### src/rtl/cpsp_pkg.sv
// Shared types and constants for the cascade position and speed PID block.
`default_nettype none

package cpsp_pkg;

  // Field widths of the ports.
  localparam int POS_W     = 24;
  localparam int SPD_W     = 16;
  localparam int GAIN_W    = 16;
  localparam int LIM_W     = 15;
  localparam int DRV_W     = 16;
  localparam int CFG_IDX_W = 3;
  localparam int CFG_DAT_W = 16;

  // Internal arithmetic widths.
  localparam int PE_W   = 25;  // position error
  localparam int PD_W   = 26;  // position error difference
  localparam int SUM_W  = 40;  // saturated error sums
  localparam int RES_W  = 32;  // saturated stage result
  localparam int SE_W   = 33;  // speed error
  localparam int SD_W   = 34;  // speed error difference
  localparam int HALF_W = 20;  // operand half fed to the multiplier
  localparam int OP_W   = HALF_W + 1;
  localparam int PROD_W = GAIN_W + OP_W;
  localparam int ACC_W  = 58;
  localparam int STEP_W = 3;

  // Six partial products per stage: three terms, two operand halves each.
  localparam logic [STEP_W-1:0] MUL_LAST = 3'd5;

  localparam logic signed [RES_W-1:0] RES_MAX = 32'sh7FFF_FFFF;
  localparam logic signed [RES_W-1:0] RES_MIN = 32'sh8000_0000;

  // Register indexes on the configuration port.
  localparam logic [CFG_IDX_W-1:0] CFG_POS_KP      = 3'd0;
  localparam logic [CFG_IDX_W-1:0] CFG_POS_KI      = 3'd1;
  localparam logic [CFG_IDX_W-1:0] CFG_POS_KD      = 3'd2;
  localparam logic [CFG_IDX_W-1:0] CFG_SPD_KP      = 3'd3;
  localparam logic [CFG_IDX_W-1:0] CFG_SPD_KI      = 3'd4;
  localparam logic [CFG_IDX_W-1:0] CFG_SPD_KD      = 3'd5;
  localparam logic [CFG_IDX_W-1:0] CFG_DRIVE_LIMIT = 3'd6;

  // Register reset values.
  localparam logic signed [GAIN_W-1:0] POS_KP_RST = 16'sd2816;
  localparam logic signed [GAIN_W-1:0] POS_KI_RST = 16'sd0;
  localparam logic signed [GAIN_W-1:0] POS_KD_RST = 16'sd0;
  localparam logic signed [GAIN_W-1:0] SPD_KP_RST = 16'sd256;
  localparam logic signed [GAIN_W-1:0] SPD_KI_RST = 16'sd0;
  localparam logic signed [GAIN_W-1:0] SPD_KD_RST = 16'sd51;
  localparam logic [LIM_W-1:0]         LIMIT_RST  = 15'd5000;

  // PID term selected for the multiplier.
  typedef enum logic [1:0] {
    TERM_P = 2'd0,
    TERM_I = 2'd1,
    TERM_D = 2'd2
  } term_t;

  typedef enum logic [9:0] {
    S_IDLE   = 10'b00_0000_0001,
    S_OPREP  = 10'b00_0000_0010,
    S_OMUL   = 10'b00_0000_0100,
    S_ODRAIN = 10'b00_0000_1000,
    S_OSCALE = 10'b00_0001_0000,
    S_SPREP  = 10'b00_0010_0000,
    S_SMUL   = 10'b00_0100_0000,
    S_SDRAIN = 10'b00_1000_0000,
    S_SSCALE = 10'b01_0000_0000,
    S_OUT    = 10'b10_0000_0000
  } state_t;

  typedef struct packed {
    logic signed [GAIN_W-1:0] pos_kp;
    logic signed [GAIN_W-1:0] pos_ki;
    logic signed [GAIN_W-1:0] pos_kd;
    logic signed [GAIN_W-1:0] spd_kp;
    logic signed [GAIN_W-1:0] spd_ki;
    logic signed [GAIN_W-1:0] spd_kd;
    logic [LIM_W-1:0]         drive_limit;
  } gains_t;

  // Commands from the controller to the datapath.
  typedef struct packed {
    logic  load_in;
    logic  prep_pos;
    logic  prep_spd;
    logic  mul_en;
    term_t term;
    logic  hi;
    logic  inner;
    logic  scale;
    logic  out_load;
  } cmd_t;

endpackage

`default_nettype wire

### src/rtl/cascade_position_speed_pid.sv
// Top level of the cascade position and speed PID controller.
`default_nettype none

// One word is taken per control tick and gives exactly one drive word. A word
// is accepted only while the block is idle; its result is loaded into the
// output register after both stages. The pace is set by the single shared
// 16 x 21 bit multiplier: each stage forms six partial products (three PID
// terms, two operand halves each) between a setup state and a drain and a
// scale state. A new word may be accepted while the previous drive word still
// waits on the output; its own result is then held until the waiting word is
// taken. The user must write gains and the drive limit through the configuration
// port only while no word is in flight; the block itself does not enforce this.

module cascade_position_speed_pid #(
  parameter int GAIN_FRAC_BITS = 8
) (
  input  logic                                  clk,
  input  logic                                  rst_n,
  input  logic                                  in_valid,
  output logic                                  in_ready,
  input  logic signed [cpsp_pkg::POS_W-1:0]     in_position_target,
  input  logic signed [cpsp_pkg::POS_W-1:0]     in_position_measured,
  input  logic signed [cpsp_pkg::SPD_W-1:0]     in_speed_measured,
  input  logic                                  in_clear,
  output logic                                  out_valid,
  input  logic                                  out_ready,
  output logic signed [cpsp_pkg::DRV_W-1:0]     out_drive,
  output logic                                  out_limited,
  input  logic                                  cfg_we,
  input  logic [cpsp_pkg::CFG_IDX_W-1:0]        cfg_index,
  input  logic [cpsp_pkg::CFG_DAT_W-1:0]        cfg_data
);
  import cpsp_pkg::*;

  gains_t gains_r, gains_nxt;
  cmd_t   cmd;

  // Configuration register file; unknown indexes are ignored.
  always_comb begin
    gains_nxt = gains_r;
    if (cfg_we) begin
      case (cfg_index)
        CFG_POS_KP:      gains_nxt.pos_kp      = $signed(cfg_data);
        CFG_POS_KI:      gains_nxt.pos_ki      = $signed(cfg_data);
        CFG_POS_KD:      gains_nxt.pos_kd      = $signed(cfg_data);
        CFG_SPD_KP:      gains_nxt.spd_kp      = $signed(cfg_data);
        CFG_SPD_KI:      gains_nxt.spd_ki      = $signed(cfg_data);
        CFG_SPD_KD:      gains_nxt.spd_kd      = $signed(cfg_data);
        CFG_DRIVE_LIMIT: gains_nxt.drive_limit = cfg_data[LIM_W-1:0];
        default: begin
          gains_nxt = gains_r;
        end
      endcase
    end
  end

  always_ff @(posedge clk) begin
    if (!rst_n) begin
      gains_r.pos_kp      <= POS_KP_RST;
      gains_r.pos_ki      <= POS_KI_RST;
      gains_r.pos_kd      <= POS_KD_RST;
      gains_r.spd_kp      <= SPD_KP_RST;
      gains_r.spd_ki      <= SPD_KI_RST;
      gains_r.spd_kd      <= SPD_KD_RST;
      gains_r.drive_limit <= LIMIT_RST;
    end else begin
      gains_r <= gains_nxt;
    end
  end

  cpsp_ctrl u_ctrl (
    .clk       (clk),
    .rst_n     (rst_n),
    .in_valid  (in_valid),
    .in_ready  (in_ready),
    .out_ready (out_ready),
    .out_valid (out_valid),
    .cmd       (cmd)
  );

  cpsp_dp #(
    .GAIN_FRAC_BITS (GAIN_FRAC_BITS)
  ) u_dp (
    .clk               (clk),
    .rst_n             (rst_n),
    .cmd               (cmd),
    .gains             (gains_r),
    .position_target   (in_position_target),
    .position_measured (in_position_measured),
    .speed_measured    (in_speed_measured),
    .clear             (in_clear),
    .drive             (out_drive),
    .limited           (out_limited)
  );

  // Limit as a signed drive value for the checks below.
  logic signed [DRV_W-1:0] lim_chk;
  assign lim_chk = $signed({1'b0, gains_r.drive_limit});

  // A word in flight keeps the input closed on the following cycle.
  a_busy_after_accept: assert property (@(posedge clk) disable iff (!rst_n)
    (in_valid && in_ready) |=> !in_ready)
    else $error("input accepted again right after a word was taken");

  // A clamped result sits exactly on one of the two limits.
  a_limited_at_bound: assert property (@(posedge clk) disable iff (!rst_n)
    (out_valid && out_limited) |-> ((out_drive == lim_chk) || (out_drive == -lim_chk)))
    else $error("clamped drive word is not at the limit");

  // An unclamped result lies within the limits.
  a_free_within_bound: assert property (@(posedge clk) disable iff (!rst_n)
    (out_valid && !out_limited) |-> ((out_drive <= lim_chk) && (out_drive >= -lim_chk)))
    else $error("unclamped drive word exceeds the limit");

endmodule

`default_nettype wire

### src/rtl/cpsp_ctrl.sv
// Controller state machine that sequences the two PID stages.
`default_nettype none

module cpsp_ctrl (
  input  logic          clk,
  input  logic          rst_n,
  input  logic          in_valid,
  output logic          in_ready,
  input  logic          out_ready,
  output logic          out_valid,
  output cpsp_pkg::cmd_t cmd
);
  import cpsp_pkg::*;

  state_t              state_r, state_nxt;
  logic [STEP_W-1:0]   step_r, step_nxt;
  logic                out_valid_r, out_valid_nxt;

  // Next state and command decode.
  always_comb begin
    state_nxt = state_r;
    step_nxt  = step_r;
    cmd       = '0;
    cmd.term  = term_t'(step_r[2:1]);
    cmd.hi    = step_r[0];
    case (state_r)
      S_IDLE: begin
        if (in_valid) begin
          cmd.load_in = 1'b1;
          state_nxt   = S_OPREP;
        end
      end
      S_OPREP: begin
        cmd.prep_pos = 1'b1;
        step_nxt     = '0;
        state_nxt    = S_OMUL;
      end
      S_OMUL: begin
        cmd.mul_en = 1'b1;
        if (step_r == MUL_LAST) begin
          state_nxt = S_ODRAIN;
        end else begin
          step_nxt = STEP_W'(step_r + 3'd1);
        end
      end
      S_ODRAIN: begin
        state_nxt = S_OSCALE;
      end
      S_OSCALE: begin
        cmd.scale = 1'b1;
        state_nxt = S_SPREP;
      end
      S_SPREP: begin
        cmd.prep_spd = 1'b1;
        step_nxt     = '0;
        state_nxt    = S_SMUL;
      end
      S_SMUL: begin
        cmd.mul_en = 1'b1;
        cmd.inner  = 1'b1;
        if (step_r == MUL_LAST) begin
          state_nxt = S_SDRAIN;
        end else begin
          step_nxt = STEP_W'(step_r + 3'd1);
        end
      end
      S_SDRAIN: begin
        state_nxt = S_SSCALE;
      end
      S_SSCALE: begin
        cmd.scale = 1'b1;
        state_nxt = S_OUT;
      end
      S_OUT: begin
        // Wait until the output register is free.
        if (!out_valid_r || out_ready) begin
          cmd.out_load = 1'b1;
          state_nxt    = S_IDLE;
        end
      end
      default: begin
        state_nxt = S_IDLE;
      end
    endcase
  end

  // Output word valid flag.
  always_comb begin
    out_valid_nxt = out_valid_r;
    if (cmd.out_load) begin
      out_valid_nxt = 1'b1;
    end else if (out_ready) begin
      out_valid_nxt = 1'b0;
    end
  end

  always_ff @(posedge clk) begin
    if (!rst_n) begin
      state_r     <= S_IDLE;
      step_r      <= '0;
      out_valid_r <= 1'b0;
    end else begin
      state_r     <= state_nxt;
      step_r      <= step_nxt;
      out_valid_r <= out_valid_nxt;
    end
  end

  assign in_ready  = (state_r == S_IDLE);
  assign out_valid = out_valid_r;

endmodule

`default_nettype wire

### src/rtl/cpsp_dp.sv
// Datapath: error history, shared multiplier, accumulator, scaling and clamp.
`default_nettype none

module cpsp_dp #(
  parameter int GAIN_FRAC_BITS = 8
) (
  input  logic                                  clk,
  input  logic                                  rst_n,
  input  cpsp_pkg::cmd_t                        cmd,
  input  cpsp_pkg::gains_t                      gains,
  input  logic signed [cpsp_pkg::POS_W-1:0]     position_target,
  input  logic signed [cpsp_pkg::POS_W-1:0]     position_measured,
  input  logic signed [cpsp_pkg::SPD_W-1:0]     speed_measured,
  input  logic                                  clear,
  output logic signed [cpsp_pkg::DRV_W-1:0]     drive,
  output logic                                  limited
);
  import cpsp_pkg::*;

  localparam int SH_W = ACC_W - GAIN_FRAC_BITS;

  // Saturate a sum that grew by one bit back to the sum width.
  function automatic logic signed [SUM_W-1:0] sat_sum(input logic signed [SUM_W:0] v);
    logic signed [SUM_W-1:0] res;
    if (v[SUM_W] != v[SUM_W-1]) begin
      res = v[SUM_W] ? $signed({1'b1, {(SUM_W-1){1'b0}}})
                     : $signed({1'b0, {(SUM_W-1){1'b1}}});
    end else begin
      res = v[SUM_W-1:0];
    end
    return res;
  endfunction

  logic signed [POS_W-1:0]  tgt_r, meas_r;
  logic signed [SPD_W-1:0]  spd_r;
  logic                     clr_r;

  logic signed [PE_W-1:0]   pe_r, last_pe_r;
  logic signed [PD_W-1:0]   pd_r;
  logic signed [SUM_W-1:0]  pos_sum_r, spd_sum_r;
  logic signed [SE_W-1:0]   se_r, last_se_r;
  logic signed [SD_W-1:0]   sd_r;
  logic signed [RES_W-1:0]  res_r;
  logic signed [ACC_W-1:0]  acc_r;
  logic signed [PROD_W-1:0] prod_r;
  logic                     prod_hi_r, prod_vld_r;
  logic signed [DRV_W-1:0]  drive_r;
  logic                     limited_r;

  logic signed [PE_W-1:0]   pe_w, last_pe_eff;
  logic signed [SUM_W-1:0]  pos_sum_eff, pos_sum_w, spd_sum_w;
  logic signed [PD_W-1:0]   pd_w;
  logic signed [SE_W-1:0]   se_w;
  logic signed [SD_W-1:0]   sd_w;

  // Capture the input word.
  always_ff @(posedge clk) begin
    if (cmd.load_in) begin
      tgt_r  <= position_target;
      meas_r <= position_measured;
      spd_r  <= speed_measured;
      clr_r  <= clear;
    end
  end

  // Outer stage error terms; the clear flag drops the position history.
  assign pe_w        = PE_W'(tgt_r) - PE_W'(meas_r);
  assign last_pe_eff = clr_r ? '0 : last_pe_r;
  assign pos_sum_eff = clr_r ? '0 : pos_sum_r;
  assign pos_sum_w   = sat_sum((SUM_W+1)'(pos_sum_eff) + (SUM_W+1)'(pe_w));
  assign pd_w        = PD_W'(pe_w) - PD_W'(last_pe_eff);

  // Inner stage error terms from the position command.
  assign se_w      = SE_W'(res_r) - SE_W'(spd_r);
  assign spd_sum_w = sat_sum((SUM_W+1)'(spd_sum_r) + (SUM_W+1)'(se_w));
  assign sd_w      = SD_W'(se_w) - SD_W'(last_se_r);

  // Error history.
  always_ff @(posedge clk) begin
    if (!rst_n) begin
      last_pe_r <= '0;
      pos_sum_r <= '0;
      last_se_r <= '0;
      spd_sum_r <= '0;
    end else begin
      if (cmd.prep_pos) begin
        last_pe_r <= pe_w;
        pos_sum_r <= pos_sum_w;
      end
      if (cmd.prep_spd) begin
        last_se_r <= se_w;
        spd_sum_r <= spd_sum_w;
      end
    end
  end

  // Working operands of the current stage.
  always_ff @(posedge clk) begin
    if (cmd.prep_pos) begin
      pe_r <= pe_w;
      pd_r <= pd_w;
    end
    if (cmd.prep_spd) begin
      se_r <= se_w;
      sd_r <= sd_w;
    end
  end

  // Gain and operand selection for the shared multiplier.
  logic signed [GAIN_W-1:0] gain_sel;
  logic signed [SUM_W-1:0]  op_full;
  logic signed [OP_W-1:0]   op_half;
  logic signed [PROD_W-1:0] mul_w;

  always_comb begin
    gain_sel = '0;
    op_full  = '0;
    case (cmd.term)
      TERM_P: begin
        gain_sel = cmd.inner ? gains.spd_kp : gains.pos_kp;
        op_full  = cmd.inner ? SUM_W'(se_r) : SUM_W'(pe_r);
      end
      TERM_I: begin
        gain_sel = cmd.inner ? gains.spd_ki : gains.pos_ki;
        op_full  = cmd.inner ? spd_sum_r : pos_sum_r;
      end
      TERM_D: begin
        gain_sel = cmd.inner ? gains.spd_kd : gains.pos_kd;
        op_full  = cmd.inner ? SUM_W'(sd_r) : SUM_W'(pd_r);
      end
      default: begin
        gain_sel = '0;
        op_full  = '0;
      end
    endcase
  end

  // The low half is unsigned, the high half carries the sign.
  assign op_half = cmd.hi ? $signed({op_full[SUM_W-1], op_full[SUM_W-1:HALF_W]})
                          : $signed({1'b0, op_full[HALF_W-1:0]});
  assign mul_w   = gain_sel * op_half;

  always_ff @(posedge clk) begin
    if (cmd.mul_en) begin
      prod_r    <= mul_w;
      prod_hi_r <= cmd.hi;
    end
  end

  always_ff @(posedge clk) begin
    if (!rst_n) begin
      prod_vld_r <= 1'b0;
    end else begin
      prod_vld_r <= cmd.mul_en;
    end
  end

  // Accumulate partial products, high halves weighted by the half width.
  logic signed [ACC_W-1:0] prod_ext, addend;

  assign prod_ext = ACC_W'(prod_r);
  assign addend   = prod_hi_r ? (prod_ext <<< HALF_W) : prod_ext;

  always_ff @(posedge clk) begin
    if (cmd.prep_pos || cmd.prep_spd) begin
      acc_r <= '0;
    end else if (prod_vld_r) begin
      acc_r <= acc_r + addend;
    end
  end

  // Drop the gain fraction with a floor shift and saturate to the result width.
  logic signed [SH_W-1:0]        sh_w;
  logic [SH_W-RES_W:0]           upper_w;
  logic                          ovf_w;
  logic signed [RES_W-1:0]       res_sat;

  assign sh_w    = $signed(acc_r[ACC_W-1:GAIN_FRAC_BITS]);
  assign upper_w = sh_w[SH_W-1:RES_W-1];
  assign ovf_w   = !((&upper_w) || !(|upper_w));
  assign res_sat = ovf_w ? (sh_w[SH_W-1] ? RES_MIN : RES_MAX) : sh_w[RES_W-1:0];

  always_ff @(posedge clk) begin
    if (cmd.scale) begin
      res_r <= res_sat;
    end
  end

  // Clamp the drive value to the symmetric limit.
  logic signed [RES_W-1:0] lim_pos, lim_neg;
  logic signed [DRV_W-1:0] drive_nxt;
  logic                    limited_nxt;

  assign lim_pos = $signed({{(RES_W-LIM_W){1'b0}}, gains.drive_limit});
  assign lim_neg = -lim_pos;

  always_comb begin
    drive_nxt   = res_r[DRV_W-1:0];
    limited_nxt = 1'b0;
    if (res_r > lim_pos) begin
      drive_nxt   = lim_pos[DRV_W-1:0];
      limited_nxt = 1'b1;
    end else if (res_r < lim_neg) begin
      drive_nxt   = lim_neg[DRV_W-1:0];
      limited_nxt = 1'b1;
    end
  end

  always_ff @(posedge clk) begin
    if (cmd.out_load) begin
      drive_r   <= drive_nxt;
      limited_r <= limited_nxt;
    end
  end

  assign drive   = drive_r;
  assign limited = limited_r;

endmodule

`default_nettype wire
### config.mk
export PLATFORM = sky130hd
export DESIGN_NAME = cascade_position_speed_pid
export DESIGN_NICKNAME = d
export VERILOG_FILES = /design/src/rtl/cpsp_pkg.sv /design/src/rtl/cascade_position_speed_pid.sv /design/src/rtl/cpsp_ctrl.sv /design/src/rtl/cpsp_dp.sv
export SDC_FILE = /design/constraint.sdc
export NUM_CORES = 2
export LEC_CHECK = 0
export ABC_AREA = 1
export BUFFER_PORTS_ARGS = -buffer_cell sky130_fd_sc_hd__buf_4
export CAP_MARGIN = 30
export CORE_ASPECT_RATIO = 0.5
export CORE_MARGIN = 2
export CORE_UTILIZATION = 40
export DETAILED_ROUTE_END_ITERATION = 7
export GPL_TIMING_DRIVEN = 0
export PLACE_DENSITY = 0.56
export SLEW_MARGIN = 10
export SYNTH_ARGS = -nofsm -noshare
export SYNTH_HDL_FRONTEND = slang
export SYNTH_HIERARCHICAL = 1
export SYNTH_SLANG_ARGS = --single-unit
### constraint.sdc
create_clock -name clk -period 7.9 [get_ports clk]
set_input_delay 1.58 -clock clk [delete_from_list [all_inputs] [get_ports clk]]
set_output_delay 1.58 -clock clk [all_outputs]
set_load 0.01 [all_outputs]
* Word level (Yosys, flattened, before mapping)
Index checks and enable logic that the tools add are counted.
W data, S select, Z words.
** Word-level totals
- Memories :: 0
- Input port bits :: 89
- RAM bits :: 0
- Bits in registers :: 592
- Output and inout port bits :: 19
- ROM bits :: 0
- Latch bits :: 0
** Operators by class
- $lt $le $gt $ge :: 2
- Equal/unequal tests :: 26
- Bitwise logic cells :: 0
- Reductions and logical operators :: 23
- Add/sub/neg operators :: 9
- Divide/modulo/power cells :: 0
- $mul :: 1
- Mux-type cells :: 39
- Shift operators :: 0
** Operators with widths (number)
- $mux W40 :: 8
- $pmux W40 S3 :: 1
- $pmux W10 S10 :: 1
- $mux W16 :: 4
- $mux W32 :: 2
- $add A58 B57 Y58 :: 1
- $mux W56 :: 1
- $pmux W16 S3 :: 1
- $add A40 B25 Y41 :: 1
- $add A40 B33 Y41 :: 1
- $mux W10 :: 4
- $mul A16 B21 Y37 :: 1
- $sub A33 B33 Y34 :: 1
- $sub A32 B16 Y33 :: 1
- $gt A32 B16 Y1 :: 1
- $lt A32 B32 Y1 :: 1
- $neg A15 Y32 :: 1
- $sub A25 B25 Y26 :: 1
- $mux W25 :: 1
- $sub A24 B24 Y25 :: 1
- $mux W21 :: 1
- $reduce_and A19 Y1 :: 1
- $reduce_or A19 Y1 :: 1
- $reduce_and A2 Y1 :: 8
- other kinds (30) :: 55

* Longest topological paths before layout
- Depth in word-level cells :: 6
- Gate-level depth with buffers :: 38
- Mapped depth without buffers :: 36

* By module
Netlist, hierarchy kept.
** By module, submodules not included
- cpsp_dp :: cells each 7034, times used 1, area each 50181.9 um^2
- cascade_position_speed_pid :: cells each 622, times used 1, area each 4428.0 um^2
- cpsp_ctrl :: cells each 142, times used 1, area each 954.7 um^2

* Worst setup path before layout
OpenSTA, ideal clock, no wires.
- Path kind :: register to register
- Start point :: reg u_ctrl.state_r[2]
- End point :: reg u_dp.prod_r[36], data pin
- Slack :: 0.615 ns
- Stages on the path, launching flop included :: 31
- Library setup time :: 0.261 ns
- Data arrival time :: 7.024 ns
- Path buffers :: 4
- Cell sequence :: dfxtp_1 > nor2_4 > nand3_2 > nor2_2 > buf_4 > inv_2 > buf_2 > buf_2 > o21ai_0 > o32ai_1 > nor2_1 > clkbuf_1 > nor2_1 > fa_1 > fa_1 > inv_1 > fa_1 > inv_1 > fa_1 > fa_1 > inv_1 > fa_1 > inv_1 > ha_1 > nand2_1 > nor2_1 > inv_1 > nor4_1 > nand3_1 > nand4_1 > xor2_1
** RTL lines
- start, declared :: line cpsp_ctrl.sv:15 : state_t state_r, state_nxt;
- start signal, assigned :: line cpsp_ctrl.sv:103 : state_r <= state_nxt;
- end signal, assigned :: line cpsp_dp.sv:145 : prod_r <= mul_w;
- end, declared :: line cpsp_dp.sv:45 : logic signed [PROD_W-1:0] prod_r;

==> impl_metrics.ini <==
[outcome]
status = finished clean

[yosys]
synthesis.nets = 8619
ys_warn_count = 6
ys_ff_latch = 592
synth-async-reset-ratio_pct = 0
synth_cells = 7798
avgSynthCellArea_um2 = 7.13
yosysUniqueCellTypes = 55
netlist_area_um2 = 55600
yosys_most_used_dff = dfxtp_1
synth_seq_area_share_pct = 26.2
synth-edff-count = 270

[die]
io_pins = 108
dieHeight_um = 268
start_util_pct = 40.4
die_x_um = 531
fp.coreArea_um2 = 138000
fp-row-count = 96
dieArea_um2 = 142000

[drt]
avgRoutedWirePerCell_um = 21.7
post-route-drc-count = 0
via_per_inst = 5.36
finalWirelength_um = 217000
drtIter0Drc = 5268
vias = 53500
ant_nets = 0
dr.pass1.iters = 6

[clock_network]
cts_sinks = 592
htreeDepth = 2
ctsLongestPathBuffers = 3
clk_pin_slew_worst_paths_ns = 0.10
cts_tree = built
cts-root-buf = clkbuf_16
clkLatencyLatePin_ns = 0.72
cts_buffers = 59
hold_buffers = 0

[finish]
finalInstanceArea_um2 = 62900
syn2layout_area_growth_pct = 13.3
drive_gt1_share_pct = 8.77
final_cell_mix = 1588 x nand2_1, 1262 x inv_1, 1095 x nor2_1, 541 x a21oi_1, 510 x o21ai_0
fin_util_pct = 45.8
layout_commonest_cell = nand2_1
final_nets = 8890

[timing]
drv_slew = 0
timing.fmax_ghz = 0.128
setup_viol = 0
worstMarginPinSlew_ns = 1.10
setup_ws_ns = 0.0700
hold_viol = 0
final.setup_skew_ns = 0.0840
hold_slack_ns = 0.461
period_share_pct = 99.1
finalCriticalPeriod_ns = 7.83
relSlewSlack_pct = 26.1

[setup_path]
endpoint_kind = flip-flop
path_class = flip-flop to flip-flop
crit_path_start_kind = flip-flop
slowest_stage = o211ai_1
cp.required_ns = 8.34
critical_path.top_delay_family = adder cells
cp_num_buf_inv = 9
cp.arrival_ns = 8.27
critPathMaxFanout = 10
cpPeakStageDelay_ns = 0.70

[place]
hpwl_um = 178000
dpl-instance-area_um2 = 59100
io_buffers = 107
pre_cts_slack_ns = -1.79
gp_congestion = 1.03

[global_route]
met1_usage_pct = 44.0
use_met3_pct = 4.39
grt_pass1_vias = 50200
grt_antenna_before_repair = 8
overflow = 0
grt-busiest-layer = met2
grt_max_degree = 33
grt_usage_pct = 30.2
grt_first_pass_wirelength_um = 321000
grt.met2_usage_pct = 45.5

[run]
maxCapViolCount = 0

[min_path]
hold_class = flip-flop to flip-flop

[pwr]
leakagePower_nw = 29.6
power_density_nw_per_um2 = 367
ir_worst_vdd_mv = 0.638
## path summary, 6_finish.rpt
kind	startpoint	to	slack, ns	cells after the start
worst max-delay path	u_ctrl/state_r[6]	u_dp/prod_r[29]	0.07	31
worst min-delay path	gains_r[19]	gains_r[19]	0.46	2
worst max register to register	u_ctrl/state_r[6]	u_dp/prod_r[29]	0.07	31
worst min register to register	gains_r[19]	gains_r[19]	0.46	2
## worst reg2reg max path: cells and delay by family, from the launching register on
family | cells | cell delay [ns]
flops | 1 | 0.34
simple gates | 10 | 1.39
buf+inv | 9 | 0.99
fa+ha+maj | 7 | 3.52
xor+xnor | 1 | 0.16
compound gates | 4 | 1.19
## synthesized netlist by cell type (11+ instances only)
cell type	n	area, um2
a211oi_1	17	128
a21boi_0	14	105
a21o_1	34	255
a21oi_1	556	2780
a21oi_2	22	193
a21oi_4	11	179
a31oi_1	24	150
buf_2	73	365
buf_6	12	135
clkbuf_1	128	480
dfxtp_1	322	6450
edfxtp_1	270	8110
fa_1	340	6810
ha_1	392	4900
inv_1	1274	4780
inv_2	14	52.6
nand2_1	1618	6070
nand2_2	21	131
nand3_1	372	1860
nand4_1	101	632
nor2_1	1120	4200
nor2_2	16	100
nor2_4	14	158
nor3_1	67	335
nor4_1	21	131
o2111ai_1	22	193
o211ai_1	14	105
o21a_1	18	135
o21ai_0	534	2670
o21bai_1	46	345
o32ai_1	15	131
xnor2_1	56	490
xor2_1	158	1380
## per-stage QoR
step           power (mW)  cells  TNS, ns
2_1_floorplan        14.0   7798        0
3_3_place_gp         18.6   9767   -35.60
3_5_place_dp         18.6   9799   -33.65
4_1_cts              22.4   9950  -0.0116
5_1_grt              25.1   9982  -0.0849
6_report             23.1   9985        0
## final cells by class
class	instances	area, um2
flip-flops and latches	592	14600
repair buffers	211	1780
plain buffers	225	1410
multi-input cells	5681	35900
fillers	14400	74600
clock buffers	72	1570
clock inverters	40	478
diodes	3	7.51
inverters	1299	4940
well taps	1862	2330
## metal layers
| metal | vias up | part of all wire (%) |
|---|---|---|
| met1 | 25600 | 46 |
| met2 | 2046 | 42 |
| met5 | - | 0 |
| met4 | 0 | 3.7 |
| met3 | 339 | 8.5 |
| li1 | 25600 | - |
## power breakdown
group          switching [mW]  internal (mW)
clock                    1.43           1.66
sequential              0.190           3.98
combinational            10.4           5.42
total                    12.1           11.1
## cell families after synthesis
group | after synthesis | share of synthesized area [%]
and+or+nand+nor | 3384 | 25.0
buffers and inverters | 1525 | 10.7
AOI/OAI and AO/OA | 1351 | 13.6
adders and majority gates | 732 | 21.1
DFF | 592 | 26.2
xor gates and xnor gates | 214 | 3.37
## sequential cells by signal, indices dropped and copies added (netlist names), 26 cells and up
name            cells
u_dp/prod_r        37
u_dp/last_se_r     33
u_dp/spd_sum_r     40
u_dp/se_r          33
u_dp/res_r         32
u_dp/sd_r          34
u_dp/acc_r         58
u_dp/pd_r          26
gains_r           111
u_dp/pos_sum_r     40
## timing repair
action / in CTS / in global routing
buffers inserted: 40 / 29
endpoints found under the setup margin: 26 / 23
resized for setup: 214 / 163
pin swaps: 33 / 38
Note: power is estimated with default switching activity, not from simulation.
